$ cat src/design/positional_array_list_unit_assert.svh
// Assertion macros for the positional array list unit.
// Each macro expects clk and arst_n to be visible at the point of use.
`ifndef POSITIONAL_ARRAY_LIST_UNIT_ASSERT_SVH
`define POSITIONAL_ARRAY_LIST_UNIT_ASSERT_SVH

`ifndef ASSERT_OFF
// Same-cycle implication.
`define PAL_ASSERT_IMP(lbl, ante, cons) \
	lbl: assert property (@(posedge clk) disable iff (!arst_n) (ante) |-> (cons)) \
		else $error("pal assertion failed");
// Next-cycle implication.
`define PAL_ASSERT_NXT(lbl, ante, cons) \
	lbl: assert property (@(posedge clk) disable iff (!arst_n) (ante) |=> (cons)) \
		else $error("pal assertion failed");
`else
`define PAL_ASSERT_IMP(lbl, ante, cons)
`define PAL_ASSERT_NXT(lbl, ante, cons)
`endif

`endif

$ cat src/design/pal_pkg.sv
package pal_pkg;

	localparam int CAPACITY   = 128;
	localparam int DATA_WIDTH = 32;
	localparam int IDX_W      = $clog2(CAPACITY);
	localparam int CNT_W      = $clog2(CAPACITY + 1);
	localparam int FUNC_W     = 2;
	localparam int POS_W      = 7;
	localparam int ITEM_W     = 32;
	localparam int STAT_W     = 2;
	localparam int COUNT_W    = 8;
	localparam int GRP_SIZE   = 16;
	localparam int NUM_GRP    = (CAPACITY + GRP_SIZE - 1) / GRP_SIZE;

	typedef enum logic [FUNC_W-1:0] {
		OP_READ   = 2'd0,
		OP_APPEND = 2'd1,
		OP_INSERT = 2'd2,
		OP_DELETE = 2'd3
	} pal_op_t;

	typedef enum logic [STAT_W-1:0] {
		STAT_DONE   = 2'd0,
		STAT_BADPOS = 2'd1,
		STAT_FULL   = 2'd2
	} pal_status_t;

	typedef enum logic [1:0] {
		S_IDLE,
		S_EXEC,
		S_GATHER
	} pal_state_t;

	typedef logic [DATA_WIDTH-1:0] pal_word_t;

	// Broadcast from the controller to every cell and the read tree.
	typedef struct packed {
		logic             do_ins;
		logic             do_del;
		logic             grp_en;
		logic [IDX_W-1:0] pos;
		pal_word_t        word;
	} pal_cell_ctl_t;

endpackage

$ cat src/design/pal_cell.sv
module pal_cell
	import pal_pkg::*;
(
	input  logic          clk,
	input  logic [IDX_W-1:0] idx,
	input  pal_cell_ctl_t ctl,
	input  pal_word_t     prev_word,
	input  pal_word_t     next_word,
	output pal_word_t     word,
	output pal_word_t     sel_word
);

	pal_word_t word_q;
	logic      at_or_above;
	logic      hit;

	assign hit         = (idx == ctl.pos);
	assign at_or_above = (idx >= ctl.pos);

	// Insert: take the left neighbor above the position, the new word at it.
	// Delete: take the right neighbor from the position up.
	always_ff @(posedge clk) begin
		if (ctl.do_ins && at_or_above) begin
			word_q <= hit ? ctl.word : prev_word;
		end else if (ctl.do_del && at_or_above) begin
			word_q <= next_word;
		end
	end

	assign word     = word_q;
	assign sel_word = hit ? word_q : '0;

endmodule

$ cat config.mk
export PLATFORM = sky130hd
export DESIGN_NAME = pal_cell
export DESIGN_NICKNAME = d
export VERILOG_FILES = /design/src/design/positional_array_list_unit_assert.svh /design/src/design/pal_pkg.sv /design/src/design/pal_cell.sv
export SDC_FILE = /design/constraint.sdc
export NUM_CORES = 1
export LEC_CHECK = 0
export BUFFER_PORTS_ARGS = -buffer_cell sky130_fd_sc_hd__buf_2
export CAP_MARGIN = 10
export CORE_AREA = 2 2 83 85
export CTS_CLUSTER_DIAMETER = 200
export DETAILED_ROUTE_END_ITERATION = 8
export DIE_AREA = 0 0 85 87
export HOLD_SLACK_MARGIN = 0.1
export PLACE_DENSITY_LB_ADDON = 0.08
export SYNTH_ARGS = -nofsm -noshare
export SYNTH_HDL_FRONTEND = slang
export SYNTH_SLANG_ARGS = --single-unit
$ cat constraint.sdc
create_clock -name clk -period 2.41 [get_ports clk]
set_clock_uncertainty 0.05 [all_clocks]
set_input_delay 0.241 -clock clk [delete_from_list [all_inputs] [get_ports clk]]
set_output_delay 0.241 -clock clk [all_outputs]
set_load 0.01 [all_outputs]
---- Word level (Yosys, flattened, before mapping) ----
Index checks and enable logic that the tools add are counted.
storage, ports and cells
  flip-flop bits (word level) ............. 32
  output and inout port bits .............. 64
operators by class
  $lt $le $gt $ge ......................... 1
  reduce and logical (&&, ||, !) cells .... 3
  muxes and demuxes ....................... 4
  eq/ne operators ......................... 1
operator list
  operator           count
  $mux 32            4
  $eq 7x7->1         1
  $ge 7x7->1         1
  $logic_and 1x1->1  2
  $reduce_bool 2->1  1

---- Longest topological paths before layout ----
Gate-level depths: netlist (run 1).
  depth after elaboration ................. 4
  depth in mapped cells ................... 9
  mapped depth without buffers ............ 7

---- Least setup slack after synthesis (run 1) ----
No wires, ideal clock.
  kind .................................... input port to flip-flop
  start point ............................. input ctl[38] (netlist bit)
  end point ............................... register word_q[0], in the netlist word[0] (enable)
  setup time .............................. 391 ps
  slack ................................... -70 ps
  path buffers ............................ 1
  arrival ................................. 2039 ps
  data required time ...................... 1969 ps
  stages on the path ...................... 7
  cells stage by stage .................... inv_1 -> ha_1 -> and4_1 -> o21ai_1 -> o21ai_4 -> buf_2 -> o21a_1
on the way
  word-level cells in the longest chain between the ends .. 3
ends and longest elaborated chain
  element                                 line                            source
  start: declaration                      pal_cell.sv:6                   input pal_cell_ctl_t ctl,
  $ge 7x7->1 (*)                          pal_cell.sv:18                  assign at_or_above = (idx >= ctl.pos);
  $logic_and 1x1->1 (on tied branches)    pal_cell.sv:23, pal_cell.sv:25
  $reduce_bool 2->1 (no source line) (*)  --
  end signal: assignment                  pal_cell.sv:24                  word_q <= hit ? ctl.word : prev_word;
  end signal: assignment                  pal_cell.sv:26                  word_q <= next_word;
  end: declaration                        pal_cell.sv:13                  pal_word_t word_q;
Every way passes the cells marked *; elsewhere a longest branch is shown, timed or not.
A chain may end at the register's enable or synchronous reset.

---- Final worst setup path (run 1) ----
  start point ............................. input idx[6]
  end point ............................... output sel_word[11]
on the way
  word-level cells in the longest chain between the ends .. 2
ends and longest elaborated chain
  element             line            source
  start: declaration  pal_cell.sv:5   input logic [IDX_W-1:0] idx,
  $eq 7x7->1          pal_cell.sv:17  assign hit = (idx == ctl.pos);
  $mux 32             pal_cell.sv:31  assign sel_word = hit ? word_q : '0;
  end: declaration    pal_cell.sv:10  output pal_word_t sel_word
Every way passes these cells.

==> results of run 1 <==
[cells by family (layout without fill, tap and decap cells)]
group                      count (synthesis)  count (layout)  synth area share
DFF                                       32              32             0.419
AOI/OAI and AO/OA                         71              71             0.268
and+or+nand+nor                          101             101             0.212
adders and majority gates                  7               7            0.0382
buffers and inverters                     28             204            0.0617
[tightest hold or removal path: stages]
cell and delay, ns:
buf_2 0.08, a21oi_1 0.04, a31oi_2 0.12
[synth_stat cells, drive strengths merged]
| cell type | count |
|---|---|
| buf | 9 |
| a31oi | 32 |
| a211o | 1 |
| and2 | 33 |
| nand4 | 1 |
| and4 | 2 |
| ha | 7 |
| a21oi | 33 |
| a211oi | 1 |
| o21a | 2 |
| nand2 | 64 |
| nand2b | 1 |
| inv | 7 |
| o21ai | 2 |
| clkbuf | 12 |
| edfxtp | 32 |
[routing by layer]
layer / wire length (um) / GRT usage / vias up
met5: 0 / 0 / -
met4: 48 / 0.0476 / 0
met3: 528 / 0.0389 / 4
met2: 3420 / 0.317 / 95
met1: 2580 / 0.196 / 1041
li1: - / - / 1191
[per-stage QoR]
step           setup WS (ns)  hold WS, ns
6_report               0.404        0.249
5_1_grt                0.249        0.243
4_1_cts                0.380        0.239
3_5_place_dp           0.305        0.538
3_3_place_gp           0.309        0.533
2_1_floorplan          0.242        0.441
[power by group through the flow]
stage	clock (mW)	combinational (mW)	sequential (mW)
after floorplan	0	0.206	0.806
after global placement	0	0.471	0.765
after global routing	0.552	0.518	0.763
final	0.515	0.469	0.754
after CTS	0.532	0.477	0.756
after detailed placement	0	0.475	0.767
[cell usage in the layout (no fill, tap or decap), drive strengths merged]
master and n:
a211o 1, a211oi 1, a21oi 33, a31oi 32, and2 33, and4 2
buf 189, bufinv 1, clkbuf 5, clkinv 1, clkinvlp 1, edfxtp 32
ha 7, inv 7, nand2 64, nand2b 1, nand4 1, o21a 2
o21ai 2
[final timing paths]
path,cells past startpoint,from,end
worst max-delay path,7,idx[6],sel_word[11]
worst min-delay path,3,next_word[22],word[22]
[cell type report]
cell class                      instances  area share
Multi-Input combinational cell        179       0.351
Timing Repair Buffer                  189       0.296
Tap cell                               80      0.0295
Clock inverter                          3      0.0125
Clock buffer                            5      0.0203
Inverter                                7     0.00774
Sequential cell                        32       0.283
==> flow_metrics.py, run 1 <==
metrics = {
    "setup_path": {
        "crit_chain": "buf_2 > ha_1 > and4_1 > and4_2 > buf_4 > and2_1 > buf_2",
        "critical-path-slowest-cell": "buf_4",
        "critPathTopFamily": "simple AND/OR/NAND/NOR gates",
        "start_kind": "input port",
        "crit_buf_inv": 3,
        "worst_ep_arrival_time_ns": 1.72,
        "cp_max_fo": 34,
        "cp.required_ns": 2.12,
        "critical_path_class": "in -> out",
        "crit_path_end_kind": "output pin",
        "crit_top_cell": "buf_2",
        "cpPeakStageDelay_ns": 0.31,
    },
    "final_layout": {
        "area_growth_syn_to_layout_pct": 48.1,
        "final_layout_size_suffix_gt1_frac": 0.564,
        "design_area_um2": 3390,
        "largest_register_ffs": 32,
        "final-seq-area_um2": 961,
        "fin_nets": 535,
        "fillers": 684,
        "fin_util": 0.517,
        "fin_cells": 495,
        "n_antenna_cell": 0,
        "multi_input_area_um2": 1190,
    },
    "logic_synthesis": {
        "synthCells": 239,
        "syn_avg_cell_area_um2": 9.59,
        "synth_top_area_frac": 0.419,
        "ys_ff_latch": 32,
        "yosysTopAreaCell": "edfxtp_1",
        "synth_area_leaders": "edfxtp_1 (42%), a31oi_2 (16%), nand2_1 (10%)",
        "synth_nets": 360,
        "ys_seq_area_frac": 0.419,
        "synth_cell_types": 21,
        "netlist_area_um2": 2290,
        "yosysWarningCount": 0,
    },
    "run_status": {
        "outcome": "finished, final reports clean",
    },
    "power": {
        "combPwrFrac": 0.270,
        "p_int_mw": 1.25,
        "power.total_mw": 1.74,
        "p_leak_nw": 1.65,
        "switchingPower_mw": 0.488,
        "swShare": 0.281,
        "powerDensity_nw_per_um2": 512,
        "p_seq_frac": 0.434,
        "ir_worst_vdd_mv": 0.245,
        "power.share.clock": 0.296,
    },
    "clocking": {
        "root_buffer": "clkbuf_8",
        "cts_resized": 0,
        "cts_tree": "built",
        "cts_sinks": 32,
        "path_clk_slew_ns": 0.08,
        "post-cts-setup-buffers": 0,
        "htree_levels": 2,
        "clock_path_buffers": 2,
        "hold_buffers": 0,
        "cts_buffers": 5,
    },
    "sta": {
        "finalSetupViolCount": 0,
        "timing.final.crit_period_ns": 2.01,
        "tns_ns": 0,
        "hold_violations": 0,
        "tightest_slew_ns": 0.421,
        "maxSlewViolCount": 0,
        "fmax_mhz": 498,
        "slew_headroom": 0.719,
        "rsz0062_at_grt": "no",
        "post-route-period-util": 0.832,
    },
    "route": {
        "wl_per_cell_um": 13.3,
        "dr.pass1.iters": 4,
        "drtIter0Drc": 56,
        "drcViolationCount": 0,
        "drtAntennaViolNets": 0,
        "vias_per_cell": 4.71,
        "finalWirelength_mm": 6.57,
        "num_vias": 2331,
    },
    "grt": {
        "grt_pass1_vias": 2132,
        "grt_use_total": 0.171,
        "antenna_found_initial": 0,
        "grt_pass1_wl_mm": 9.98,
        "grt_max_degree": 35,
        "grt-ovfl-total": 0,
    },
    "die": {
        "start_util": 0.349,
        "io_pins": 178,
        "num_rows": 30,
        "die-area_um2": 7400,
        "die_y_um": 87,
        "die_x_um": 85,
        "core_area_um2": 6570,
    },
    "run": {
        "drv_cap": 0,
    },
    "placement": {
        "finalWeightedCongestion": 0.673,
        "placed_cell_area_um2": 3280,
        "place_inst": 487,
        "dp_hpwl_mm": 5.08,
        "portBuffers": 176,
    },
    "min_path": {
        "hp-class": "in -> reg",
    },
}
No activity file was read; power rests on OpenSTA's default activity.
==> inputs of run 2 (changes only) <==
Settings changed: CORE_AREA 2 2 83 85 to 2 2 79 81, DIE_AREA 0 0 85 87 to 0 0 81 83.
Clock period 2.41 ns to 2 ns, I/O delays scaled along.
==> run 2 against run 1 <==
Sequential share of layout area is 0.41 points lower; critical endpoint is now sel_word[31]; core utilization grew 7.6 points; final cell count shrank 0.81%; hold slack worse by 0.030 ns; wire length grew 1.6%.
==> flow_metrics.py, run 2 (synthesis gave the netlist of run 1 again) <==
metrics = {
    "setup_path": {
        "cpPeakStageDelay_ns": 0.29,
        "critPathTopFamily": "simple AND/OR/NAND/NOR gates",
        "start_kind": "input port",
        "crit_buf_inv": 5,
        "crit_path_end_kind": "output pin",
        "critical-path-slowest-cell": "and4_4",
        "cp.depth": 9,
        "worst_ep_arrival_time_ns": 1.66,
        "cp.required_ns": 1.75,
        "worstSetupEndpoint": "sel_word[31]",
        "critical_path_class": "in -> out",
        "crit_top_cell": "buf_2",
        "cp-startpoint": "ctl[38]",
        "cp_max_fo": 17,
        "crit_chain": "buf_2 > inv_1 > ha_1 > and4_1 > buf_4 > and4_4 > clkbuf_16 > and2_1 > buf_2",
    },
    "final_layout": {
        "fin_nets": 537,
        "n_antenna_cell": 0,
        "final_layout_size_suffix_gt1_frac": 0.563,
        "mostFrequentLayoutCell": "buf_2",
        "largest_register_ffs": 32,
        "fin_cells": 491,
        "fin_util": 0.592,
        "design_area_um2": 3440,
        "final_cell_mix": "buf_2 (176), nand2_1 (64), a21oi_1 (32), and2_1 (32), edfxtp_1 (32)",
        "area_growth_syn_to_layout_pct": 50.3,
    },
    "die": {
        "die-area_um2": 6720,
        "start_util": 0.394,
        "die_y_um": 83,
        "die_x_um": 81,
        "num_rows": 28,
        "core_area_um2": 5820,
        "io_pins": 178,
    },
    "clocking": {
        "hold_buffers": 0,
        "cts_tree": "built",
        "clock_path_buffers": 2,
        "path_clk_slew_ns": 0.06,
        "cts_buffers": 5,
        "htree_levels": 2,
        "root_buffer": "clkbuf_8",
        "cts_resized": 0,
        "cts_sinks": 32,
        "post-cts-setup-buffers": 0,
    },
    "grt": {
        "grt_use_total": 0.193,
        "grt-ovfl-total": 0,
        "grt_pass1_vias": 2136,
        "grt_max_degree": 36,
        "antenna_found_initial": 0,
        "grt_pass1_wl_mm": 10.2,
    },
    "power": {
        "p_leak_nw": 1.67,
        "power.total_mw": 1.94,
        "ir_worst_vdd_mv": 0.318,
        "powerDensity_nw_per_um2": 565,
    },
    "sta": {
        "hold_violations": 0,
        "finalSetupViolCount": 0,
        "post-route-period-util": 0.953,
        "tightest_slew_ns": 0.403,
        "timing.final.crit_period_ns": 1.91,
        "rsz0062_at_grt": "no",
        "maxSlewViolCount": 0,
        "fmax_mhz": 525,
        "slew_headroom": 0.731,
        "holdWs_ns": 0.219,
    },
    "route": {
        "finalWirelength_mm": 6.68,
        "drcViolationCount": 0,
        "drtIter0Drc": 88,
        "wl_per_cell_um": 13.6,
        "num_vias": 2372,
        "drtAntennaViolNets": 0,
        "vias_per_cell": 4.83,
        "dr.pass1.iters": 4,
    },
    "run": {
        "drv_cap": 0,
    },
    "placement": {
        "portBuffers": 176,
        "dp_hpwl_mm": 5.09,
        "placed_cell_area_um2": 3340,
        "place_inst": 483,
        "finalWeightedCongestion": 0.748,
    },
    "run_status": {
        "outcome": "finished, final reports clean",
    },
    "min_path": {
        "hp-class": "in -> reg",
    },
}
[run 2: metal layers]
metal  track usage  share of wire  up-vias
li1              -              -     1195
met1         0.231           0.41     1073
met2         0.343           0.51      102
met3        0.0467          0.076        2
met4        0.0462         0.0063        0
met5             0              0        -
[run 2: worst min path at each step]
stage	start	to	slack, ns	cells past startpoint
final	next_word[6]	word[6]	0.22	3
after global routing	next_word[6]	word[6]	0.20	3
after CTS	next_word[6]	word[6]	0.20	3
after detailed placement	next_word[6]	word[6]	0.50	3
after global placement	next_word[27]	word[27]	0.49	3
after floorplan	next_word[0]	word[0]	0.40	2
[run 2: through the flow]
step	setup slack, ns	setup TNS (ns)
final	0.0949	0
after detailed placement	-0.0288	-0.844
after floorplan	0.0638	0
after CTS	0.0597	0
after global routing	0.0114	0
after global placement	-0.00683	-0.122
[run 2: worst min-delay path: stages]
cell     delay [ns]
buf_2          0.07
a21oi_1        0.04
a31oi_2        0.12
[run 2: power breakdown]
group          internal (mW)  switching (mW)
Combinational          0.286           0.300
Sequential             0.867          0.0438
Clock                  0.236           0.211
Total                   1.39           0.555
[run 2: layout make-up]
cell class                      instances  area, um^2
Clock buffer                            6        72.6
Clock inverter                          1        5.00
Fill cell                             529        2370
Inverter                                7        26.3
Multi-Input combinational cell        179        1200
Sequential cell                        32         961
Tap cell                               75        93.8
Timing Repair Buffer                  191        1090
