==> config.mk <==
export PLATFORM = sky130hd
export DESIGN_NAME = pal_ctrl_flat
export DESIGN_NICKNAME = d
export VERILOG_FILES = /design/src/design/positional_array_list_unit_assert.svh /design/src/design/pal_pkg.sv /design/src/design/pal_req_if.sv /design/src/design/pal_rsp_if.sv /design/src/design/pal_ctrl.sv /design/src/flat_wrapper.sv
export SDC_FILE = /design/constraint.sdc
export NUM_CORES = 1
export LEC_CHECK = 0
export BUFFER_PORTS_ARGS = -buffer_cell sky130_fd_sc_hd__buf_2
export CAP_MARGIN = 25
export CORE_MARGIN = 8
export CORE_UTILIZATION = 50
export CTS_BUF_LIST = sky130_fd_sc_hd__clkbuf_8
export DETAILED_ROUTE_END_ITERATION = 12
export GPL_TIMING_DRIVEN = 0
export PLACE_DENSITY_LB_ADDON = 0.25
export SKIP_LAST_GASP = 1
export SYNTH_ARGS = -nofsm -noshare
export SYNTH_HDL_FRONTEND = slang
export SYNTH_SLANG_ARGS = --single-unit
==> constraint.sdc <==
create_clock -name clk -period 6.9 [get_ports clk]
set_input_delay 0.69 -clock clk [delete_from_list [all_inputs] [get_ports clk]]
set_output_delay 0.69 -clock clk [all_outputs]
set_load 0.1 [all_outputs]
==> src/design/positional_array_list_unit_assert.svh <==
// Assertion macros for the positional array list unit.
// Each macro expects clk and arst_n to be visible at the point of use.
`ifndef POSITIONAL_ARRAY_LIST_UNIT_ASSERT_SVH
`define POSITIONAL_ARRAY_LIST_UNIT_ASSERT_SVH

`ifndef ASSERT_OFF
// Same-cycle implication.
`define PAL_ASSERT_IMP(lbl, ante, cons) \
	lbl: assert property (@(posedge clk) disable iff (!arst_n) (ante) |-> (cons)) \
		else $error("pal assertion failed");
// Next-cycle implication.
`define PAL_ASSERT_NXT(lbl, ante, cons) \
	lbl: assert property (@(posedge clk) disable iff (!arst_n) (ante) |=> (cons)) \
		else $error("pal assertion failed");
`else
`define PAL_ASSERT_IMP(lbl, ante, cons)
`define PAL_ASSERT_NXT(lbl, ante, cons)
`endif

`endif

==> src/design/pal_pkg.sv <==
package pal_pkg;

	localparam int CAPACITY   = 128;
	localparam int DATA_WIDTH = 32;
	localparam int IDX_W      = $clog2(CAPACITY);
	localparam int CNT_W      = $clog2(CAPACITY + 1);
	localparam int FUNC_W     = 2;
	localparam int POS_W      = 7;
	localparam int ITEM_W     = 32;
	localparam int STAT_W     = 2;
	localparam int COUNT_W    = 8;
	localparam int GRP_SIZE   = 16;
	localparam int NUM_GRP    = (CAPACITY + GRP_SIZE - 1) / GRP_SIZE;

	typedef enum logic [FUNC_W-1:0] {
		OP_READ   = 2'd0,
		OP_APPEND = 2'd1,
		OP_INSERT = 2'd2,
		OP_DELETE = 2'd3
	} pal_op_t;

	typedef enum logic [STAT_W-1:0] {
		STAT_DONE   = 2'd0,
		STAT_BADPOS = 2'd1,
		STAT_FULL   = 2'd2
	} pal_status_t;

	typedef enum logic [1:0] {
		S_IDLE,
		S_EXEC,
		S_GATHER
	} pal_state_t;

	typedef logic [DATA_WIDTH-1:0] pal_word_t;

	// Broadcast from the controller to every cell and the read tree.
	typedef struct packed {
		logic             do_ins;
		logic             do_del;
		logic             grp_en;
		logic [IDX_W-1:0] pos;
		pal_word_t        word;
	} pal_cell_ctl_t;

endpackage

==> src/design/pal_req_if.sv <==
interface pal_req_if
	import pal_pkg::*;
	();
	logic              valid;
	logic              ready;
	logic [FUNC_W-1:0] func;
	logic [POS_W-1:0]  pos;
	logic signed [ITEM_W-1:0] item;

	modport source (output valid, output func, output pos, output item, input ready);
	modport sink   (input valid, input func, input pos, input item, output ready);
endinterface

==> src/design/pal_rsp_if.sv <==
interface pal_rsp_if
	import pal_pkg::*;
	();
	logic               valid;
	logic               ready;
	logic signed [ITEM_W-1:0] read_data;
	logic [STAT_W-1:0]  status;
	logic [COUNT_W-1:0] entry_count;
	logic               is_empty_flag;
	logic               is_full_flag;

	modport source (output valid, output read_data, output status, output entry_count,
		output is_empty_flag, output is_full_flag, input ready);
	modport sink   (input valid, input read_data, input status, input entry_count,
		input is_empty_flag, input is_full_flag, output ready);
endinterface

==> src/design/pal_ctrl.sv <==
module pal_ctrl
	import pal_pkg::*;
(
	input  logic          clk,
	input  logic          arst_n,
	pal_req_if.sink       req,
	pal_rsp_if.source     rsp,
	input  pal_word_t     rd_word,
	output pal_cell_ctl_t cell_ctl
);

	pal_state_t  state_q, state_d;
	pal_op_t     func_q;
	logic [POS_W-1:0] pos_q;
	pal_word_t   word_q;
	logic [CNT_W-1:0] count_q;
	pal_status_t stat_q, stat_d;
	logic        rd_en_q;
	logic        rsp_valid_q;
	logic signed [ITEM_W-1:0] rsp_data_q;
	pal_status_t rsp_stat_q;
	logic [COUNT_W-1:0] rsp_count_q;
	logic        rsp_empty_q, rsp_full_q;

	logic [CNT_W-1:0] pos_ext;
	logic        is_full;
	logic        accept;
	logic        do_ins, do_del;
	logic        exec, load_rsp;

	assign pos_ext = CNT_W'(pos_q);
	assign is_full = (count_q >= CNT_W'(CAPACITY));
	assign accept  = req.valid && req.ready;
	assign exec    = (state_q == S_EXEC);

	always_comb begin
		stat_d = STAT_DONE;
		case (func_q)
			OP_READ:   stat_d = (pos_ext < count_q) ? STAT_DONE : STAT_BADPOS;
			OP_APPEND: stat_d = is_full ? STAT_FULL : STAT_DONE;
			OP_INSERT: begin
				if (is_full) begin
					stat_d = STAT_FULL;
				end else if (pos_ext > count_q) begin
					stat_d = STAT_BADPOS;
				end
			end
			OP_DELETE: stat_d = (pos_ext < count_q) ? STAT_DONE : STAT_BADPOS;
			default:   stat_d = STAT_BADPOS;
		endcase
	end

	assign do_ins = exec && (stat_d == STAT_DONE)
		&& ((func_q == OP_APPEND) || (func_q == OP_INSERT));
	assign do_del = exec && (stat_d == STAT_DONE) && (func_q == OP_DELETE);

	// Append is an insert at the current count.
	always_comb begin
		cell_ctl.do_ins = do_ins;
		cell_ctl.do_del = do_del;
		cell_ctl.grp_en = exec;
		cell_ctl.pos    = (func_q == OP_APPEND) ? count_q[IDX_W-1:0] : IDX_W'(pos_q);
		cell_ctl.word   = word_q;
	end

	assign load_rsp = (state_q == S_GATHER) && (!rsp_valid_q || rsp.ready);

	always_comb begin
		state_d   = state_q;
		req.ready = 1'b0;
		case (state_q)
			S_IDLE: begin
				req.ready = 1'b1;
				if (req.valid) state_d = S_EXEC;
			end
			S_EXEC:   state_d = S_GATHER;
			S_GATHER: if (load_rsp) state_d = S_IDLE;
			default:  state_d = S_IDLE;
		endcase
	end

	always_ff @(posedge clk or negedge arst_n) begin
		if (!arst_n) begin
			state_q     <= S_IDLE;
			count_q     <= '0;
			rsp_valid_q <= 1'b0;
		end else begin
			state_q <= state_d;
			if (do_ins) begin
				count_q <= count_q + 1'b1;
			end else if (do_del) begin
				count_q <= count_q - 1'b1;
			end
			if (load_rsp) begin
				rsp_valid_q <= 1'b1;
			end else if (rsp.ready) begin
				rsp_valid_q <= 1'b0;
			end
		end
	end

	always_ff @(posedge clk) begin
		if (accept) begin
			func_q <= pal_op_t'(req.func);
			pos_q  <= req.pos;
			word_q <= req.item[DATA_WIDTH-1:0];
		end
		if (exec) begin
			stat_q  <= stat_d;
			rd_en_q <= (stat_d == STAT_DONE)
				&& ((func_q == OP_READ) || (func_q == OP_DELETE));
		end
		if (load_rsp) begin
			rsp_data_q  <= rd_en_q ? ITEM_W'($signed(rd_word)) : '0;
			rsp_stat_q  <= stat_q;
			rsp_count_q <= COUNT_W'(count_q);
			rsp_empty_q <= (count_q == '0);
			rsp_full_q  <= (count_q == CNT_W'(CAPACITY));
		end
	end

	assign rsp.valid         = rsp_valid_q;
	assign rsp.read_data     = rsp_data_q;
	assign rsp.status        = rsp_stat_q;
	assign rsp.entry_count   = rsp_count_q;
	assign rsp.is_empty_flag = rsp_empty_q;
	assign rsp.is_full_flag  = rsp_full_q;

endmodule

==> src/flat_wrapper.sv <==
// flat-port wrapper written by rule: the top's interface ports become plain ports
module pal_ctrl_flat import pal_pkg::*;
  (clk, arst_n, rd_word, cell_ctl, req_valid, req_func, req_pos, req_item, req_ready, rsp_valid, rsp_read_data, rsp_status, rsp_entry_count, rsp_is_empty_flag, rsp_is_full_flag, rsp_ready);
  pal_req_if req_i ();
  pal_rsp_if rsp_i ();
  input  logic clk;
  input  logic arst_n;
  input  pal_word_t rd_word;
  output pal_cell_ctl_t cell_ctl;
  input wire logic [$bits(req_i.valid)-1:0] req_valid;
  input wire logic [$bits(req_i.func)-1:0] req_func;
  input wire logic [$bits(req_i.pos)-1:0] req_pos;
  input wire logic [$bits(req_i.item)-1:0] req_item;
  output wire logic [$bits(req_i.ready)-1:0] req_ready;
  output wire logic [$bits(rsp_i.valid)-1:0] rsp_valid;
  output wire logic [$bits(rsp_i.read_data)-1:0] rsp_read_data;
  output wire logic [$bits(rsp_i.status)-1:0] rsp_status;
  output wire logic [$bits(rsp_i.entry_count)-1:0] rsp_entry_count;
  output wire logic [$bits(rsp_i.is_empty_flag)-1:0] rsp_is_empty_flag;
  output wire logic [$bits(rsp_i.is_full_flag)-1:0] rsp_is_full_flag;
  input wire logic [$bits(rsp_i.ready)-1:0] rsp_ready;
  assign req_i.valid = req_valid;
  assign req_i.func = req_func;
  assign req_i.pos = req_pos;
  assign req_i.item = req_item;
  assign req_ready = req_i.ready;
  assign rsp_valid = rsp_i.valid;
  assign rsp_read_data = rsp_i.read_data;
  assign rsp_status = rsp_i.status;
  assign rsp_entry_count = rsp_i.entry_count;
  assign rsp_is_empty_flag = rsp_i.is_empty_flag;
  assign rsp_is_full_flag = rsp_i.is_full_flag;
  assign rsp_i.ready = rsp_ready;
  pal_ctrl u_core (.clk(clk), .arst_n(arst_n), .req(req_i), .rsp(rsp_i), .rd_word(rd_word), .cell_ctl(cell_ctl));
endmodule
# Yosys cells after proc, flatten, opt, wreduce, memory -nomap -nowiden
# Cells that the tools add are included.
# W data, S select, Z words.
[totals] n_memories=0 in_bits=77 ramBits=0 output_inout_bits=88 mem_bits_ro=0 reg_bits=99 latch_bits=0 elab_cells=58
[op_classes] n_div=0 n_reduce_logical=18 n_lt_le_gt_ge=3 bitwise=0 mux=14 n_addsub=2 multipliers=0 shifts=0 n_eq_ne=8
[op_table] operator="$mux W8" count=2
[op_table] operator="$pmux W2 S3" count=2
[op_table] operator="$add A8 B1 Y8 const B" count=1
[op_table] operator="$eq A8 B8 Y1 const B" count=1
[op_table] operator="$ge A8 B8 Y1 const B" count=1
[op_table] operator="$gt A7 B8 Y1" count=1
[op_table] operator="$logic_not A8 Y1" count=1
[op_table] operator="$lt A7 B8 Y1" count=1
[op_table] operator="$mux W2" count=4
[op_table] operator="$sub A8 B1 Y8 const B" count=1
[op_table] operator="$mux W7" count=1
[op_table] operator="$eq A2 B2 Y1 const B" count=3
[op_table] operator="$logic_and A1 B1 Y1" count=6
[op_table] operator="$logic_not A2 Y1" count=3
[op_table] operator="$mux W1" count=5
[op_table] operator="$eq A2 B1 Y1 const B" count=2
[op_table] operator="$reduce_bool A2 Y1" count=2
[op_table] operator="$logic_or A1 B1 Y1" count=3
[op_table] operator="$ne A2 B1 Y1 const B" count=1
[op_table] operator="$ne A2 B2 Y1 const B" count=1
[op_table] operator="$reduce_and A2 Y1" count=1
[op_table] operator="$reduce_or A2 Y1" count=1
[op_table] operator="$logic_not A1 Y1" count=1

# Depth between registers and ports, before layout
[logic_depth] word_depth=9 depth_mapped=14 mapped_depth_nobuf=14

# Worst setup path before layout
# OpenSTA, ideal clock, no wires.
[synth_timing] path_type="register to output" startpoint="reg u_core.func_q[0]" endpoint="out cell_ctl[32] (netlist name)" stages_incl_launch_ff=4 t_arrival_ns=2.961 path_buffers=1 path_slack_ns=3.249 required_ns=6.210 path_cell_list="edfxtp_1 -> ha_1 -> clkbuf_1 -> o21ai_0"
[synth_lines] element="start, declared" line="pal_ctrl.sv:13" text="pal_op_t func_q;"
[synth_lines] element="start signal, assigned" line="pal_ctrl.sv:104" text="func_q <= pal_op_t'(req.func);"
[synth_lines] element="end, declared" line="flat_wrapper.sv:9" text="output pal_cell_ctl_t cell_ctl;"

# Worst setup path in the final report
[layout_timing] startpoint="reg u_core.count_q[3]" endpoint="out cell_ctl[41] (netlist name)"
[layout_via] elab_chain_len=7 elab_cells_between_ends=11 cone_classes="3 x order compare; 5 x mux; 3 x reduce/logical"
[layout_rtl] element="start, declared" line="pal_ctrl.sv:16" text="logic [CNT_W-1:0] count_q;"
[layout_rtl] element="start signal, assigned" line="pal_ctrl.sv:90" text="count_q <= count_q + 1'b1;"
[layout_rtl] element="start signal, assigned" line="pal_ctrl.sv:92" text="count_q <= count_q - 1'b1;"
[layout_rtl] element="$gt A7 B8 Y1" line="pal_ctrl.sv:44" text="end else if (pos_ext > count_q) begin"
[layout_rtl] element="$mux W1" line="pal_ctrl.sv:44"
[layout_rtl] element="$mux W2" line="pal_ctrl.sv:42" text="if (is_full) begin"
[layout_rtl] element="$pmux W2 S3 *" line="pal_ctrl.sv:38" text="case (func_q)"
[layout_rtl] element="$logic_not A2 Y1 *" line="pal_ctrl.sv:53" text="assign do_ins = exec && (stat_d == STAT_DONE)"
[layout_rtl] element="$logic_and A1 B1 Y1 *" line="pal_ctrl.sv:53"
[layout_rtl] element="$logic_and A1 B1 Y1 *" line="pal_ctrl.sv:54" text="&& ((func_q == OP_APPEND) || (func_q == OP_INSERT));"
# Every way passes the cells marked *; elsewhere a longest branch is shown, timed or not.

==> results by group <==
Clock network
  • Clock transition time at the flip-flop clock pins of the worst setup and hold paths: 90 ps
  • Post-CTS Resized: 0
  • Worst-skew pair later-pin latency: 350 ps
  • Total CTS buffers: 9
  • Number of sinks driven by the clock tree: 99
  • Buffers from clock root to sink, at most: 2
  • Hold Buf Count CTS: 0
  • Cell at the root of the clock tree: clkbuf_8
  • Clock tree from TritonCTS: done
  • Postcts setup bufs: 0
  • Deepest level of the CTS H-tree: 3

Pwr
  • Ratio of total power to cell area: 471 nW/um^2
  • Sw power: 1.17 mW
  • Max rail drop VDD: 0.214 mV
  • Clock network fraction of design power: 0.165
  • Power Internal: 1.26 mW
  • Reg power frac: 0.360
  • Reported leakage power: 2.26 nW
  • Combinational Power Share: 0.474
  • Sw Ratio: 0.482

Logic synthesis
  • Number of synthesized flops with an enable pin: 88
  • Yosys cell types: 39
  • Cell with the most instances after synthesis: edfxtp_1
  • Flop and latch count out of synthesis: 99
  • Count of warnings emitted by yosys: 0
  • Share of synthesized flip-flops with an asynchronous set or reset: 0.111
  • Biggest area consumer among synthesized cells: edfxtp_1
  • Top cells by instance count after synthesis: edfxtp_1 (88), and2_1 (35), ha_1 (16)
  • Summed instance area of the synthesized netlist: 3960 sq um
  • Synthesized instance count: 240
  • Leading cell types by total area after synthesis: edfxtp_1 (67%), dfrtp_1 (7.0%), and2_1 (5.5%)
  • Net count of the mapped netlist: 334
  • Syn Area/Cell: 16.5 sq um
  • Fraction of synthesized cell area taken by the top area cell type: 0.668
  • Sequential fraction of the synthesis area: 0.738
  • Commonest register cell after synthesis: edfxtp_1

Drt
  • Total detailed-routing wirelength: 8.23 mm
  • Number of vias per cell after detailed routing: 4.82
  • Vias after detailed routing: 2,520
  • Number of iterations in the first detailed-routing pass: 3
  • Wire per inst: 15.7 um
  • Violation count after the first detailed-route iteration: 97
  • ANT nets after route: 0
  • Remaining routing DRC violations: 0

STA
  • Hold Vio Cnt, Final: 0
  • Final Worst Setup Slack: 3350 ps
  • Maximum clock skew at final layout: 9.04 ps
  • Unrepaired setup endpoints after global routing: false
  • Final critical path time including I/O delays and setup: 3550 ps
  • Headroom to the max-slew limit: 0.409
  • Worst-margin pin slew: 886 ps
  • Maximum clock rate: 282 MHz
  • # setup viols final: 0
  • Final total negative setup slack: 0 ps
  • Number of max-slew violations in the final report: 0
  • Ratio of final minimum period to clock period: 0.514

Setup path
  • Flop-to-flop setup slack: 3470 ps
  • Worst setup endpoint: cell_ctl[41]
  • Crit Path Max Fanout: 8
  • Category of the worst setup path capture point: output pin
  • Crit start category: register
  • Req. time, crit path: 6210 ps
  • Category of the critical setup timing path: reg2out
  • Critical Path Start: u_core.count_q[3]$_DFFE_PN0P_
  • Data arrival time of the critical path: 2860 ps
  • Worst reg2reg startpoint: u_core.count_q[3]$_DFFE_PN0P_
  • Endpoint of the worst register-to-register path: u_core.count_q[6]$_DFFE_PN0P_
  • Logic depth of the worst register-to-register path: 14

Floorplanning
  • Standard-cell rows: 32
  • Boundary pin count: 165
  • Core region area: 7690 sq um
  • Height of the die: 105 um
  • Total die area: 11,000 sq um
  • Horiz. Die Dim: 105 um
  • Initial core utilization: 0.515

Final layout
  • Post-layout nets: 510
  • Fill cell count: 576
  • Antenna Diode Count: 0
  • Area growth, synth to finish: 30.5%
  • Share of post-route cells with drive strength above 1: 0.451

Placed design
  • DPL Wire Length: 6.49 mm
  • Worst setup slack before clock tree synthesis: 3470 ps
  • Final Wtd Congestion: 0.839
  • Number of port buffers: 164

Status
  • Run status: complete, no violations

Min path
  • Class of the worst hold path: in2async

GRT
  • Number of global-route vias before repair: 2,686
  • Wire length of the first global-routing pass: 13.3 mm
  • GRT Resource Usage Total: 0.153
  • Maximum number of pins on one net before global-route repair: 42
  • Total congestion overflow: 0
  • Initial antenna violation count: 0

Flow run
  • # Max-Cap Violations: 0
## sequential cells by signal, summed over array words and instances (netlist names), 2 cells and up
signal,count
u_core.stat_q,2
u_core.state_q,2
u_core.rsp.status,2
u_core.rsp.entry_count,8
u_core.word_q,32
u_core.count_q,8
u_core.pos_q,7
u_core.func_q,2
u_core.rsp.read_data,32
## worst min-delay path by stage
stage / startpoint / end / slack (ps) / cells past startpoint
floorplan: arst_n / u_core.count_q[0]$_DFFE_PN0P_ / 390 / 0
global placement: u_core.stat_q[0]$_DFFE_PP_ / u_core.rsp.status[0]$_DFFE_PP_ / 410 / 0
finish: arst_n / u_core.count_q[6]$_DFFE_PN0P_ / 200 / 1
detailed placement: u_core.stat_q[0]$_DFFE_PP_ / u_core.rsp.status[0]$_DFFE_PP_ / 410 / 0
global route: arst_n / u_core.count_q[7]$_DFFE_PN0P_ / 190 / 1
CTS: arst_n / u_core.count_q[3]$_DFFE_PN0P_ / 190 / 1
## power by group through the flow
| stage | Sequential, mW | Combinational, mW | Clock (mW) |
|---|---|---|---|
| finish | 0.877 | 1.15 | 0.402 |
| global route | 0.893 | 1.23 | 0.437 |
| CTS | 0.878 | 1.16 | 0.413 |
| detailed placement | 0.891 | 1.16 | 0 |
| global placement | 0.892 | 1.13 | 0 |
| floorplan | 1.41 | 0.451 | 0 |
## cell type report
type / count / area, sq um / share of cell area
Inverter: 15 / 56.3 / 0.0109
Tap cell: 102 / 128 / 0.0247
Sequential cell: 99 / 2920 / 0.565
Clock buffer: 9 / 124 / 0.0240
Timing Repair Buffer: 165 / 848 / 0.164
Buffer: 8 / 48.8 / 0.00945
Multi-Input combinational cell: 118 / 942 / 0.182
Clock inverter: 7 / 98.8 / 0.0191
## layout by cell type, fill, tap and decap left out, drive strengths merged, types with 2 or more instances in the layout
cell      count
ha           16
nand3         2
a21oi         7
nor2          7
o21ai         4
mux2          7
dfrtp        11
xor2          4
nand2         2
nor4          2
nand2b        3
clkinvlp      2
clkbuf       13
a21o          2
xnor2         3
buf         169
edfxtp       88
and2         35
nor2b         3
inv          17
mux2i         5
bufinv        2
o21bai        2
## per-layer routing
layer | global-route usage | vias to the layer above | routed length [um]
met5 | 0 | - | 0
met4 | 0.0652 | 0 | 121
met3 | 0.0891 | 11 | 1100
met2 | 0.223 | 135 | 3560
met1 | 0.180 | 1152 | 3450
li1 | - | 1222 | -
## cells by family (layout without fill, tap and decap cells)
kind of cell,count (synthesis),after routing,share of synthesized area
buf+inv,23,204,0.0266
fa+ha+maj,17,17,0.0557
simple gates,60,60,0.0930
compound gates,22,22,0.0383
xor+xnor,7,7,0.0155
flops,99,99,0.738
mux,12,12,0.0335
## through the flow
stage	hold WS (ps)	instances	util	total power, mW	cell area, sq um
2_1_floorplan	394	240	-	1.86	3960
3_3_place_gp	408	506	0.638	2.03	4900
3_5_place_dp	412	507	0.643	2.05	4940
4_1_cts	189	523	0.672	2.45	5160
5_1_grt	187	523	0.672	2.56	5160
6_report	195	523	0.672	2.43	5160
## worst max-delay path, stage by stage, from the launching register on
cell	delay, ps
dfrtp_1	430
inv_1	80
ha_1	310
a211oi_1	220
nor2_1	110
nor4_4	270
o211ai_2	140
or2_1	360
inv_1	90
buf_4	90
buf_2	410
Note: power is estimated with default switching activity, not from simulation.
